--- src/sv/isbe_pkg.sv ---
// Package for the I2C slave byte engine: bus event codes and default sizes.
// No dependencies; used by the channel interfaces and the top level.

package isbe_pkg;

  // Bus event codes carried on the event channel.
  typedef enum logic [1:0] {
    EV_START = 2'd0,
    EV_STOP  = 2'd1,
    EV_RISE  = 2'd2,
    EV_FALL  = 2'd3
  } bus_event_t;

  // Configuration register indexes.
  typedef enum logic {
    REG_OWN_ADDRESS   = 1'b0,
    REG_BUFFER_LENGTH = 1'b1
  } cfg_reg_t;

  localparam int BUF_DEPTH_DEF = 16;
  localparam int BITS_PER_BYTE = 8;
  localparam logic [6:0] OWN_ADDRESS_RST = 7'd0;
  localparam logic [4:0] BUFFER_LENGTH_RST = 5'd16;

endpackage

--- src/sv/isbe_evt_if.sv ---
// Event channel interface: one bus event word (event code and sampled SDA).
// Depends on isbe_pkg for the event code type.

interface isbe_evt_if
  import isbe_pkg::*;
();
  logic       valid;
  logic       ready;
  bus_event_t func;
  logic       sda_level;

  modport source (output valid, output func, output sda_level, input ready);
  modport sink   (input valid, input func, input sda_level, output ready);
endinterface

--- src/sv/isbe_res_if.sv ---
// Result channel interface: one result word per bus event.
// Imports isbe_pkg, though it uses none of its types.

interface isbe_res_if
  import isbe_pkg::*;
();
  logic valid;
  logic ready;
  logic sda_pull_low;
  logic transfer_done;
  logic addressed;
  logic master_reads;

  modport source (output valid, output sda_pull_low, output transfer_done,
                  output addressed, output master_reads, input ready);
  modport sink   (input valid, input sda_pull_low, input transfer_done,
                  input addressed, input master_reads, output ready);
endinterface

--- src/sv/i2c_slave_byte_engine.sv ---
// I2C slave byte engine: the event-driven slave with its byte buffer and APB registers.
// Depends on isbe_pkg, isbe_evt_if and isbe_res_if.
//
// Usage: each word on in_if is one bus event (start, stop, SCL rising or
// SCL falling) with the SDA level sampled at that event. For every event
// word exactly one result word leaves on out_if: the SDA pull-low drive,
// a transfer-done pulse, and the addressed and master-reads flags.
// The slave matches the address byte against own_address and then stores
// written bytes into, or sends read bytes from, a circular buffer whose
// used length is buffer_length (0 acts as 1, values above the depth act as
// the depth). The user must write the registers over the APB port only while
// the block is idle; the block itself does not enforce this. An input register
// takes the event, and one pass of logic from it updates the slave state and
// the result register. Throughput is one event per cycle while out_if does not
// stall; the state update is a single step, and the buffer read and write fit
// within that step. When out_if stalls, an empty input register still takes
// one more event, and then in_if.ready drops until the result word is taken.
// Reset (rst_n low, synchronous) empties both stages, returns the slave to
// idle, restores the register defaults and marks every buffer entry as zero.

module i2c_slave_byte_engine
  import isbe_pkg::*;
#(
  parameter int BUFFER_DEPTH = BUF_DEPTH_DEF
) (
  input  logic              clk,
  input  logic              rst_n,
  isbe_evt_if.sink          in_if,
  isbe_res_if.source        out_if,
  input  logic              psel,
  input  logic              penable,
  input  logic              pwrite,
  input  logic [2:0]        paddr,
  input  logic [31:0]       pwdata,
  output logic [31:0]       prdata,
  output logic              pready
);

  localparam int LW = $clog2(BUFFER_DEPTH + 1);
  localparam int AW = (BUFFER_DEPTH > 1) ? $clog2(BUFFER_DEPTH) : 1;
  localparam int CW = (LW > 5) ? LW : 5;
  localparam logic [3:0] BITS_FULL = 4'(BITS_PER_BYTE);

  // Configuration registers.
  logic [6:0] own_address_r;
  logic [4:0] buffer_length_r;

  // Input stage.
  logic       in_valid_r;
  bus_event_t func_r;
  logic       sda_r;

  // Output stage.
  logic out_valid_r;
  logic sda_pull_low_r, transfer_done_r, addressed_r, master_reads_r;

  // Slave state.
  logic          bus_active_r, bus_active_nxt;
  logic          sending_r, sending_nxt;
  logic          matched_r, matched_nxt;
  logic          ignoring_r, ignoring_nxt;
  logic          wdir_r, wdir_nxt;
  logic [3:0]    bits_left_r, bits_left_nxt;
  logic [7:0]    shift_r, shift_nxt;
  logic          past_addr_r, past_addr_nxt;
  logic [LW-1:0] idx_r, idx_nxt;
  logic          drive_r, drive_nxt;

  // Byte buffer; an entry not yet written reads as zero.
  logic [7:0]              buf_mem [BUFFER_DEPTH];
  logic [BUFFER_DEPTH-1:0] buf_vld_r;

  logic          adv, step;
  logic          done;
  logic          wr_en;
  logic [CW-1:0] len_ext, eff_c;
  logic [LW-1:0] eff_len, slot;
  logic [AW-1:0] slot_a;
  logic [7:0]    rd_slot, rd_zero;
  logic [3:0]    bits_dec;
  logic [7:0]    shift_in;
  logic          master_acked;

  assign adv  = !out_valid_r || out_if.ready;
  assign step = adv && in_valid_r;
  assign in_if.ready = !in_valid_r || adv;

  // Effective length and the slot the next buffer access uses.
  always_comb begin
    len_ext = CW'(buffer_length_r);
    if (len_ext == '0) begin
      eff_c = CW'(1);
    end else if (len_ext > CW'(BUFFER_DEPTH)) begin
      eff_c = CW'(BUFFER_DEPTH);
    end else begin
      eff_c = len_ext;
    end
    eff_len = LW'(eff_c);
    slot    = (idx_r >= eff_len) ? '0 : idx_r;
    slot_a  = slot[AW-1:0];
    rd_slot = buf_vld_r[slot_a] ? buf_mem[slot_a] : 8'd0;
    rd_zero = buf_vld_r[0] ? buf_mem[0] : 8'd0;
  end

  always_comb begin
    bus_active_nxt = bus_active_r;
    sending_nxt    = sending_r;
    matched_nxt    = matched_r;
    ignoring_nxt   = ignoring_r;
    wdir_nxt       = wdir_r;
    bits_left_nxt  = bits_left_r;
    shift_nxt      = shift_r;
    past_addr_nxt  = past_addr_r;
    idx_nxt        = idx_r;
    drive_nxt      = drive_r;
    done           = 1'b0;
    wr_en          = 1'b0;
    bits_dec       = bits_left_r - 4'd1;
    shift_in       = shift_r | (8'(sda_r) << bits_dec[2:0]);
    master_acked   = !sda_r;

    case (func_r)
      EV_START: begin
        matched_nxt    = 1'b0;
        bits_left_nxt  = BITS_FULL;
        shift_nxt      = 8'd0;
        wdir_nxt       = 1'b0;
        past_addr_nxt  = 1'b0;
        sending_nxt    = 1'b0;
        ignoring_nxt   = 1'b0;
        drive_nxt      = 1'b0;
        bus_active_nxt = 1'b1;
      end
      EV_STOP: begin
        done           = bus_active_r;
        bus_active_nxt = 1'b0;
        matched_nxt    = 1'b0;
        sending_nxt    = 1'b0;
        ignoring_nxt   = 1'b0;
        drive_nxt      = 1'b0;
      end
      EV_RISE, EV_FALL: begin
        if (bus_active_r && !ignoring_r) begin
          if (sending_r) begin
            if (func_r == EV_FALL) begin
              if (bits_left_r != 4'd0 && bits_left_r <= BITS_FULL) begin
                drive_nxt = !shift_r[bits_dec[2:0]];
              end else begin
                drive_nxt = 1'b0;
              end
            end else if (bits_left_r != 4'd0) begin
              bits_left_nxt = bits_dec;
            end else if (master_acked) begin
              shift_nxt     = rd_slot;
              idx_nxt       = slot + LW'(1);
              bits_left_nxt = BITS_FULL;
            end else begin
              // Master NACK ends the read.
              drive_nxt      = 1'b0;
              bus_active_nxt = 1'b0;
              done           = 1'b1;
            end
          end else begin
            if (func_r == EV_FALL) begin
              if (matched_r) begin
                if (bits_left_r == BITS_FULL) begin
                  drive_nxt = 1'b0;
                end else if (bits_left_r == 4'd0) begin
                  drive_nxt = 1'b1;
                end
              end
            end else if (bits_left_r != 4'd0) begin
              bits_left_nxt = bits_dec;
              shift_nxt     = shift_in;
              if (!past_addr_r && bits_dec == 4'd0) begin
                wdir_nxt    = !shift_in[0];
                matched_nxt = (shift_in[7:1] == own_address_r);
                idx_nxt     = '0;
              end
            end else begin
              // Ninth rising edge: the byte is complete.
              bits_left_nxt = BITS_FULL;
              shift_nxt     = 8'd0;
              if (matched_r) begin
                past_addr_nxt = 1'b1;
                if (!past_addr_r) begin
                  if (!wdir_r) begin
                    shift_nxt   = rd_zero;
                    idx_nxt     = LW'(1);
                    sending_nxt = 1'b1;
                  end
                end else begin
                  wr_en   = 1'b1;
                  idx_nxt = slot + LW'(1);
                end
              end else begin
                ignoring_nxt = 1'b1;
                drive_nxt    = 1'b0;
              end
            end
          end
        end
      end
      default: begin
      end
    endcase
  end

  always_ff @(posedge clk) begin
    if (!rst_n) begin
      in_valid_r      <= 1'b0;
      out_valid_r     <= 1'b0;
      own_address_r   <= OWN_ADDRESS_RST;
      buffer_length_r <= BUFFER_LENGTH_RST;
      bus_active_r    <= 1'b0;
      sending_r       <= 1'b0;
      matched_r       <= 1'b0;
      ignoring_r      <= 1'b0;
      wdir_r          <= 1'b0;
      bits_left_r     <= BITS_FULL;
      shift_r         <= 8'd0;
      past_addr_r     <= 1'b0;
      idx_r           <= '0;
      drive_r         <= 1'b0;
      buf_vld_r       <= '0;
    end else begin
      if (in_if.ready) begin
        in_valid_r <= in_if.valid;
      end
      if (adv) begin
        out_valid_r <= in_valid_r;
      end
      if (psel && penable && pwrite && pready) begin
        case (cfg_reg_t'(paddr[2]))
          REG_OWN_ADDRESS:   own_address_r   <= pwdata[6:0];
          REG_BUFFER_LENGTH: buffer_length_r <= pwdata[4:0];
          default: begin
          end
        endcase
      end
      if (step) begin
        bus_active_r <= bus_active_nxt;
        sending_r    <= sending_nxt;
        matched_r    <= matched_nxt;
        ignoring_r   <= ignoring_nxt;
        wdir_r       <= wdir_nxt;
        bits_left_r  <= bits_left_nxt;
        shift_r      <= shift_nxt;
        past_addr_r  <= past_addr_nxt;
        idx_r        <= idx_nxt;
        drive_r      <= drive_nxt;
        if (wr_en) begin
          buf_vld_r[slot_a] <= 1'b1;
        end
      end
    end
  end

  // Payload registers.
  always_ff @(posedge clk) begin
    if (in_if.valid && in_if.ready) begin
      func_r <= in_if.func;
      sda_r  <= in_if.sda_level;
    end
    if (step) begin
      sda_pull_low_r  <= drive_nxt;
      transfer_done_r <= done;
      addressed_r     <= matched_nxt;
      master_reads_r  <= matched_nxt && !wdir_nxt;
      if (wr_en) begin
        buf_mem[slot_a] <= shift_r;
      end
    end
  end

  assign out_if.valid         = out_valid_r;
  assign out_if.sda_pull_low  = sda_pull_low_r;
  assign out_if.transfer_done = transfer_done_r;
  assign out_if.addressed     = addressed_r;
  assign out_if.master_reads  = master_reads_r;

  assign pready = 1'b1;
  always_comb begin
    case (cfg_reg_t'(paddr[2]))
      REG_OWN_ADDRESS:   prdata = 32'(own_address_r);
      REG_BUFFER_LENGTH: prdata = 32'(buffer_length_r);
      default:           prdata = 32'd0;
    endcase
  end

`ifndef ASSERT_OFF
  // A finished transfer never leaves SDA pulled low.
  a_done_releases: assert property (@(posedge clk) disable iff (!rst_n)
    (out_valid_r && transfer_done_r) |-> !sda_pull_low_r)
    else $error("transfer done while SDA is still driven low");

  // A stalled result word freezes the slave state.
  a_stall_holds_state: assert property (@(posedge clk) disable iff (!rst_n)
    (out_valid_r && !out_if.ready) |=> ($stable(bits_left_r) && $stable(idx_r)
                                        && $stable(bus_active_r)))
    else $error("slave state moved while the result word was stalled");

  // The buffer index and bit counter stay within their ranges.
  a_ranges: assert property (@(posedge clk) disable iff (!rst_n)
    (idx_r <= LW'(BUFFER_DEPTH)) && (bits_left_r <= BITS_FULL))
    else $error("buffer index or bit counter out of range");

  // A read direction is only reported for an addressed transfer.
  a_reads_addressed: assert property (@(posedge clk) disable iff (!rst_n)
    (out_valid_r && master_reads_r) |-> addressed_r)
    else $error("master reads reported without a matching address");
`endif

endmodule
--- src/flat_wrapper.sv ---
// flat-port wrapper written by rule: the top's interface ports become plain ports
module i2c_slave_byte_engine_flat import isbe_pkg::*;
#(
  parameter int BUFFER_DEPTH = BUF_DEPTH_DEF
)
  (clk, rst_n, psel, penable, pwrite, paddr, pwdata, prdata, pready, in_if_valid, in_if_func, in_if_sda_level, in_if_ready, out_if_valid, out_if_sda_pull_low, out_if_transfer_done, out_if_addressed, out_if_master_reads, out_if_ready);
  isbe_evt_if in_if_i ();
  isbe_res_if out_if_i ();
  input  logic clk;
  input  logic rst_n;
  input  logic psel;
  input  logic penable;
  input  logic pwrite;
  input  logic [2:0] paddr;
  input  logic [31:0] pwdata;
  output logic [31:0] prdata;
  output logic pready;
  input wire logic [$bits(in_if_i.valid)-1:0] in_if_valid;
  input wire logic [$bits(in_if_i.func)-1:0] in_if_func;
  input wire logic [$bits(in_if_i.sda_level)-1:0] in_if_sda_level;
  output wire logic [$bits(in_if_i.ready)-1:0] in_if_ready;
  output wire logic [$bits(out_if_i.valid)-1:0] out_if_valid;
  output wire logic [$bits(out_if_i.sda_pull_low)-1:0] out_if_sda_pull_low;
  output wire logic [$bits(out_if_i.transfer_done)-1:0] out_if_transfer_done;
  output wire logic [$bits(out_if_i.addressed)-1:0] out_if_addressed;
  output wire logic [$bits(out_if_i.master_reads)-1:0] out_if_master_reads;
  input wire logic [$bits(out_if_i.ready)-1:0] out_if_ready;
  assign in_if_i.valid = in_if_valid;
  assign in_if_i.func = in_if_func;
  assign in_if_i.sda_level = in_if_sda_level;
  assign in_if_ready = in_if_i.ready;
  assign out_if_valid = out_if_i.valid;
  assign out_if_sda_pull_low = out_if_i.sda_pull_low;
  assign out_if_transfer_done = out_if_i.transfer_done;
  assign out_if_addressed = out_if_i.addressed;
  assign out_if_master_reads = out_if_i.master_reads;
  assign out_if_i.ready = out_if_ready;
  i2c_slave_byte_engine #(.BUFFER_DEPTH(BUFFER_DEPTH)) u_core (.clk(clk), .rst_n(rst_n), .in_if(in_if_i), .out_if(out_if_i), .psel(psel), .penable(penable), .pwrite(pwrite), .paddr(paddr), .pwdata(pwdata), .prdata(prdata), .pready(pready));
endmodule
--- config.mk ---
export PLATFORM = sky130hd
export DESIGN_NAME = i2c_slave_byte_engine_flat
export DESIGN_NICKNAME = d
export VERILOG_FILES = /design/src/sv/isbe_pkg.sv /design/src/sv/isbe_evt_if.sv /design/src/sv/isbe_res_if.sv /design/src/sv/i2c_slave_byte_engine.sv /design/src/flat_wrapper.sv
export SDC_FILE = /design/constraint.sdc
export NUM_CORES = 1
export LEC_CHECK = 0
export BUFFER_PORTS_ARGS = -buffer_cell sky130_fd_sc_hd__buf_2
export CORE_MARGIN = 2
export CORE_UTILIZATION = 55
export CTS_CLUSTER_SIZE = 20
export DETAILED_ROUTE_END_ITERATION = 12
export GPL_TIMING_DRIVEN = 1
export PLACE_DENSITY = 0.73
export SLEW_MARGIN = 25
export SYNTH_ARGS = -nofsm -noshare
export SYNTH_HDL_FRONTEND = slang
export SYNTH_SLANG_ARGS = --single-unit
export TNS_END_PERCENT = 30
--- constraint.sdc ---
create_clock -name clk -period 7.1 [get_ports clk]
set_input_delay 0 -clock clk [delete_from_list [all_inputs] [get_ports clk]]
set_output_delay 0 -clock clk [all_outputs]
set_load 0.03 [all_outputs]
==> metrics.yaml, run 1 <==
grt_use_total_pct: 24.6
seqCellArea_um2: 5140
start_util_pct: 56.4
clockRootBuffer: "clkbuf_16"
synth-async-reset-ratio_pct: 0
synth_edf_count: 135
cts_resized: 0
setup_tns_ns: 0
yosysMostFrequentCell: "edfxtp_1"
drv_cap: 0
hold_violations: 0
maxSlewViolCount: 0
via_per_inst: 6.15
worstReg2RegStart: "u_core.idx_r[0]"
drive_gt1_share_pct: 14.9
dr.pass1.iters: 6
synth_cell_type_count: 73
criticalPathCategory: "reg -> reg"
first_iter_violations: 691
postRouteWirelength_mm: 19.9
row_count: 45
stdcell_count: 965
portBuffers: 30
grt_pass1_vias: 5593
cts_tree: "built"
grt_max_degree: 41
syn_inst: 709
max_freq_mhz: 231
vias: 5938
ys_top_cells_by_count: "135 x edfxtp_1, 91 x nor2_1, 58 x nand2_1, 54 x dfxtp_1, 34 x buf_4"
yosys_most_used_dff: "edfxtp_1"
hpwlAfterDp_mm: 13.1
seq_area_frac_synth_pct: 59.7
cts.clk_slew.worst_paths_ns: 0.07
startpoint: "u_core.idx_r[0]"
setup_viol: 0
syn_area_per_cell_um2: 12.1
ys_top_cells_by_area: "edfxtp_1 47%, dfxtp_1 13%, mux4_2 4.2%, nor2_1 4.0%, buf_4 3.0%"
avgRoutedWirePerCell_um: 20.6
worstPathRequired_ns: 7.15
vdd_drop_max_mv: 0.205
startpoint_type: "flop"
area_delta_synth_final_pct: 10.2
cts_made_buffers: 17
overflow: 0
antenna_found_initial: 0
cp_max_fo: 40
drc: 0
die_w_um: 129
leakage_nw: 3.52
ys_warn_count: 0
slew_headroom_pct: 26.8
status: "finished, final reports clean"
cts.sinks: 189
worst_skew_pair.late_latency_ns: 0.44
cp.arrival_ns: 4.38
power_density_nw_per_um2: 231
holdCritStartpoint: "penable"
holdWs_ns: 0.0448
syn-cell-area_um2: 8600
p_total_mw: 2.19
cts_buffer_depth: 2
core_um2: 15300
dp_cells: 918
n_fill_cell: 1127
ys_ff_latch: 189
ios: 84
hold_class: "in -> reg"
diodes: 0
grt_pass1_wl_mm: 30.4
min_period_over_period_pct: 61.0
synth_top_area_share_pct: 47.1
multi_input_area_um2: 3130
rsz0062_at_grt: "false"
postRouteAntennaNets: 0
finalNetCount: 797
gp_congestion: 0.936
dieArea_um2: 16600
synth.largest_area_cell: "edfxtp_1"
finalClockSkew_ns: 0.0102
die_h_um: 129
end_kind: "flop"
tightest_slew_ns: 1.09
htreeDepth: 4
period_needed_ns: 4.33
[area by class of cell]
class                      instances  share of cell area [%]
sequential                       189                    54.2
multi-input combinational        473                    33.0
clock buffer                      17                    4.49
timing repair buffer              49                    3.48
tap                              211                    2.79
clock inverter                    15                    1.65
inverter                          11                   0.436
[registers in the layout (all words and copies together) (netlist names)]
register and flops:
u_core.buf_vld_r 16, u_core.matched_r 1, u_core.out_if.valid 1, u_core.past_addr_r 1, u_core.idx_r 5, u_core.drive_r 1
u_core.shift_r 8, u_core.out_if.addressed 1, u_core.buf_mem 128, u_core.in_valid_r 1, u_core.func_r 2, u_core.bits_left_r 4
u_core.wdir_r 1, u_core.own_address_r 7, u_core.buffer_length_r 5, u_core.ignoring_r 1, u_core.bus_active_r 1, u_core.out_if.sda_pull_low 1
u_core.out_if.transfer_done 1, u_core.sending_r 1, u_core.out_if.master_reads 1, u_core.sda_r 1
[report_power, final]
group | total, mW | leakage, nW | switching, mW | internal (mW)
sequential | 1.18 | 1.92 | 0.00735 | 1.17
clock | 0.939 | 0.288 | 0.442 | 0.498
combinational | 0.0767 | 1.32 | 0.0538 | 0.0229
[what timing repair did]
action                    CTS  global route
hold endpoints to repair   26             0
hold buffers               15             0
buffers inserted            0             0
[layer usage]
layer  up-vias  share of wire, %  wire, µm  global-route usage [%]
li1       2678                 -         -                       -
met1      2865                40      7900                    32.0
met2       335                47      9400                    39.2
met3        60               9.5      1900                    6.40
met4         0               3.6       718                    11.3
met5         -                 0         0                       0
[critical path: stages, from the launching register on]
cell      delay, ns
dfxtp_2        0.31
buf_4          0.47
inv_1          0.23
ha_1           0.32
nand2b_1       0.18
a31oi_4        0.35
o21a_1         0.50
and2_1         0.25
ha_1           0.25
nand2_1        0.18
nor2_1         0.88
[layout by cell type (no fill, tap or decap), drive strengths merged, types with 4 or more instances in the layout]
| cell type | netlist | final |
|---|---|---|
| a2111oi | 4 | 4 |
| a211oi | 8 | 8 |
| a21oi | 33 | 33 |
| a22oi | 10 | 10 |
| a31oi | 9 | 9 |
| and2 | 4 | 4 |
| and3 | 4 | 4 |
| buf | 47 | 34 |
| clkbuf | 13 | 17 |
| clkinv | 0 | 7 |
| conb | 2 | 26 |
| dfxtp | 54 | 54 |
| dlygate4sd3 | 0 | 15 |
| edfxtp | 135 | 135 |
| ha | 11 | 11 |
| inv | 11 | 18 |
| mux2 | 6 | 6 |
| mux2i | 19 | 19 |
| mux4 | 16 | 16 |
| nand2 | 58 | 58 |
| nand2b | 4 | 4 |
| nand3 | 7 | 7 |
| nand4 | 7 | 7 |
| nor2 | 91 | 91 |
| nor2b | 18 | 18 |
| nor3 | 12 | 12 |
| nor4 | 4 | 4 |
| o211ai | 5 | 5 |
| o21a | 12 | 12 |
| o21ai | 39 | 39 |
| o22ai | 14 | 14 |
| or3 | 5 | 5 |
| or4 | 4 | 4 |
| xnor2 | 6 | 6 |
[per-stage QoR]
stage                     setup WS, ns  util (%)  area, µm²
after floorplan                   3.77         -       8690
after global placement            3.06      57.3       8750
after detailed placement          2.92      57.3       8750
after CTS                         2.90      62.1       9480
after global routing              2.67      62.1       9480
final                             2.77      62.1       9480
[path summary, 6_finish.rpt]
check | end | slack (ns) | cells past startpoint
worst max-delay path | u_core.buf_mem[11][1] | 2.77 | 10
worst min-delay path | u_core.own_address_r[1] | 0.04 | 5
worst min register to register | u_core.buf_vld_r[11] | 0.47 | 1
worst max register to register | u_core.buf_mem[11][1] | 2.77 | 10
[cells by family after synthesis]
family                   synth area share, %
flip-flops                              59.7
XOR/XNOR                                1.00
AND/OR/NAND/NOR                         12.7
AO/OA/AOI/OAI                           12.7
other                                 0.0873
multiplexers                            7.19
adder cells (fa/ha/maj)                 1.60
buffers and inverters                   4.98
Power figures use the tool's default switching activity.
==> run 2, diff against run 1 <==
- CORE_UTILIZATION: 55 -> 53
- clock period: 7.1 -> 3.7 ns (I/O delays scaled with it)
==> run 2 against run 1 <==
  * Non-clock buffer count grew 21
  * Global-route usage shrank 0.092 points
  * Total power grew 91%
  * Wire length grew 4.4%
  * Setup slack lost 2.2 ns
  * Via count grew 1.3%
  * Clock power grew 90%
  * Critical path depth shrank 3
  * Sequential power grew 92%
  * Die area grew 3.7%
==> metrics.yaml, run 2 (synthesis gave the netlist of run 1 again) <==
vias: 6018
grt_use_total_pct: 24.5
antenna_found_initial: 2
drv_cap: 0
finalNetCount: 818
final_common_cell: "edfxtp_1"
htreeDepth: 4
largest_reg_flops: 128
cts.clk_slew.worst_paths_ns: 0.07
avgRoutedWirePerCell_um: 21.0
power_density_nw_per_um2: 435
drc: 0
finalClockSkew_ns: 0.0106
start_util_pct: 54.1
maxSlewViolCount: 0
postRouteAntennaNets: 0
row_count: 46
min_period_over_period_pct: 84.3
dieArea_um2: 17300
cts_resized: 0
top_usage_layer: "met2"
ios: 84
worst_skew_pair.late_latency_ns: 0.43
clockRootBuffer: "clkbuf_16"
holdWs_ns: 0.0505
max_freq_mhz: 320
cts_made_buffers: 17
cp.arrival_ns: 3.17
hold_violations: 0
first_iter_violations: 771
postRouteWirelength_mm: 20.8
area_delta_synth_final_pct: 12.0
rsz0062_at_grt: "false"
via_per_inst: 6.07
portBuffers: 30
reg_top3: "u_core.buf_mem x128, u_core.buf_vld_r x16, u_core.shift_r x8"
criticalPathCategory: "reg -> reg"
hpwlAfterDp_mm: 14.0
grt_max_degree: 40
die_h_um: 131
status: "finished, final reports clean"
ff2ff_path_depth: 7
grt_pass1_vias: 5758
final_cell_mix: "135 x edfxtp_1, 91 x nor2_1, 58 x nand2_1, 53 x dfxtp_1, 31 x a21oi_1"
worstPathRequired_ns: 3.75
diodes: 0
end_kind: "flop"
cts_tree: "built"
hold_class: "in -> reg"
cts_buffer_depth: 2
overflow: 0
core_um2: 15900
met1_usage_pct: 30.9
drive_gt1_share_pct: 17.3
top_register: "u_core.buf_mem"
grt_pass1_wl_mm: 32.1
period_needed_ns: 3.12
slew_headroom_pct: 37.6
grtUsageMet2_pct: 41.1
cp_max_fo: 12
startpoint_type: "flop"
tightest_slew_ns: 0.933
setup_viol: 0
gp_congestion: 0.952
die_w_um: 131
leakage_nw: 3.63
vdd_drop_max_mv: 0.373
grtUsageMet3_pct: 6.83
dr.pass1.iters: 6
hold-path-cell-count: 5
cts.sinks: 189
setup_tns_ns: 0
-- run 2: changes by cell type in the layout (fill, tap and decap cells not counted), sizes merged --
cell / delta
buf: +21
clkinv: -4
clkinvlp: +2
inv: +2
-- run 2: critical path, stage by stage, from the launching register on --
cell and delay (ns):
dfxtp_1 0.45, inv_1 0.14, ha_1 0.36, nor3b_1 0.33
nand2_1 0.19, and4bb_2 0.38, nand2_1 0.14, nor2_1 0.75
-- run 2: final cells by class --
type / instances / area, µm²
multi-input combinational: 473 / 3130
tap: 216 / 270
sequential: 189 / 5140
clock buffer: 17 / 425
inverter: 11 / 41.3
fill: 1248 / 6250
clock inverter: 15 / 148
timing repair buffer: 70 / 488
-- run 2: worst paths after layout --
kind              slack [ns]                  start                 endpoint
hold reg to reg         0.47    u_core.buf_vld_r[9]      u_core.buf_vld_r[9]
hold / removal          0.05                penable  u_core.own_address_r[3]
setup / recovery        0.58  u_core.bits_left_r[0]     u_core.buf_mem[8][1]
setup reg to reg        0.58  u_core.bits_left_r[0]     u_core.buf_mem[8][1]
-- run 2: power breakdown --
part           internal, mW  switching, mW  total (mW)
sequential             2.25         0.0115        2.26
combinational        0.0451          0.108       0.153
clock                 0.952          0.830        1.78
total                  3.24          0.949        4.19
-- run 2: repair_timing --
action / in CTS / in global routing
buffers inserted: 0 / 0
hold buffers: 15 / 0
hold endpoints to repair: 27 / 0
-- run 2: through the flow --
stage	area, µm²	std cells	util, %	worst slack, ns	power [mW]
2_1_floorplan	8690	733	-	0.368	2.43
3_3_place_gp	8910	944	56.1	0.641	2.44
3_5_place_dp	8910	944	56.1	0.542	2.44
4_1_cts	9630	991	60.6	0.519	4.22
5_1_grt	9630	991	60.6	0.317	4.31
6_report	9630	991	60.6	0.579	4.19
-- run 2: metal layers --
layer  wire length [µm]  vias to the layer above
met5                 13                        -
met4                528                        2
met3               1660                       46
met2              10200                      304
met1               8410                     2950
li1                   -                     2716
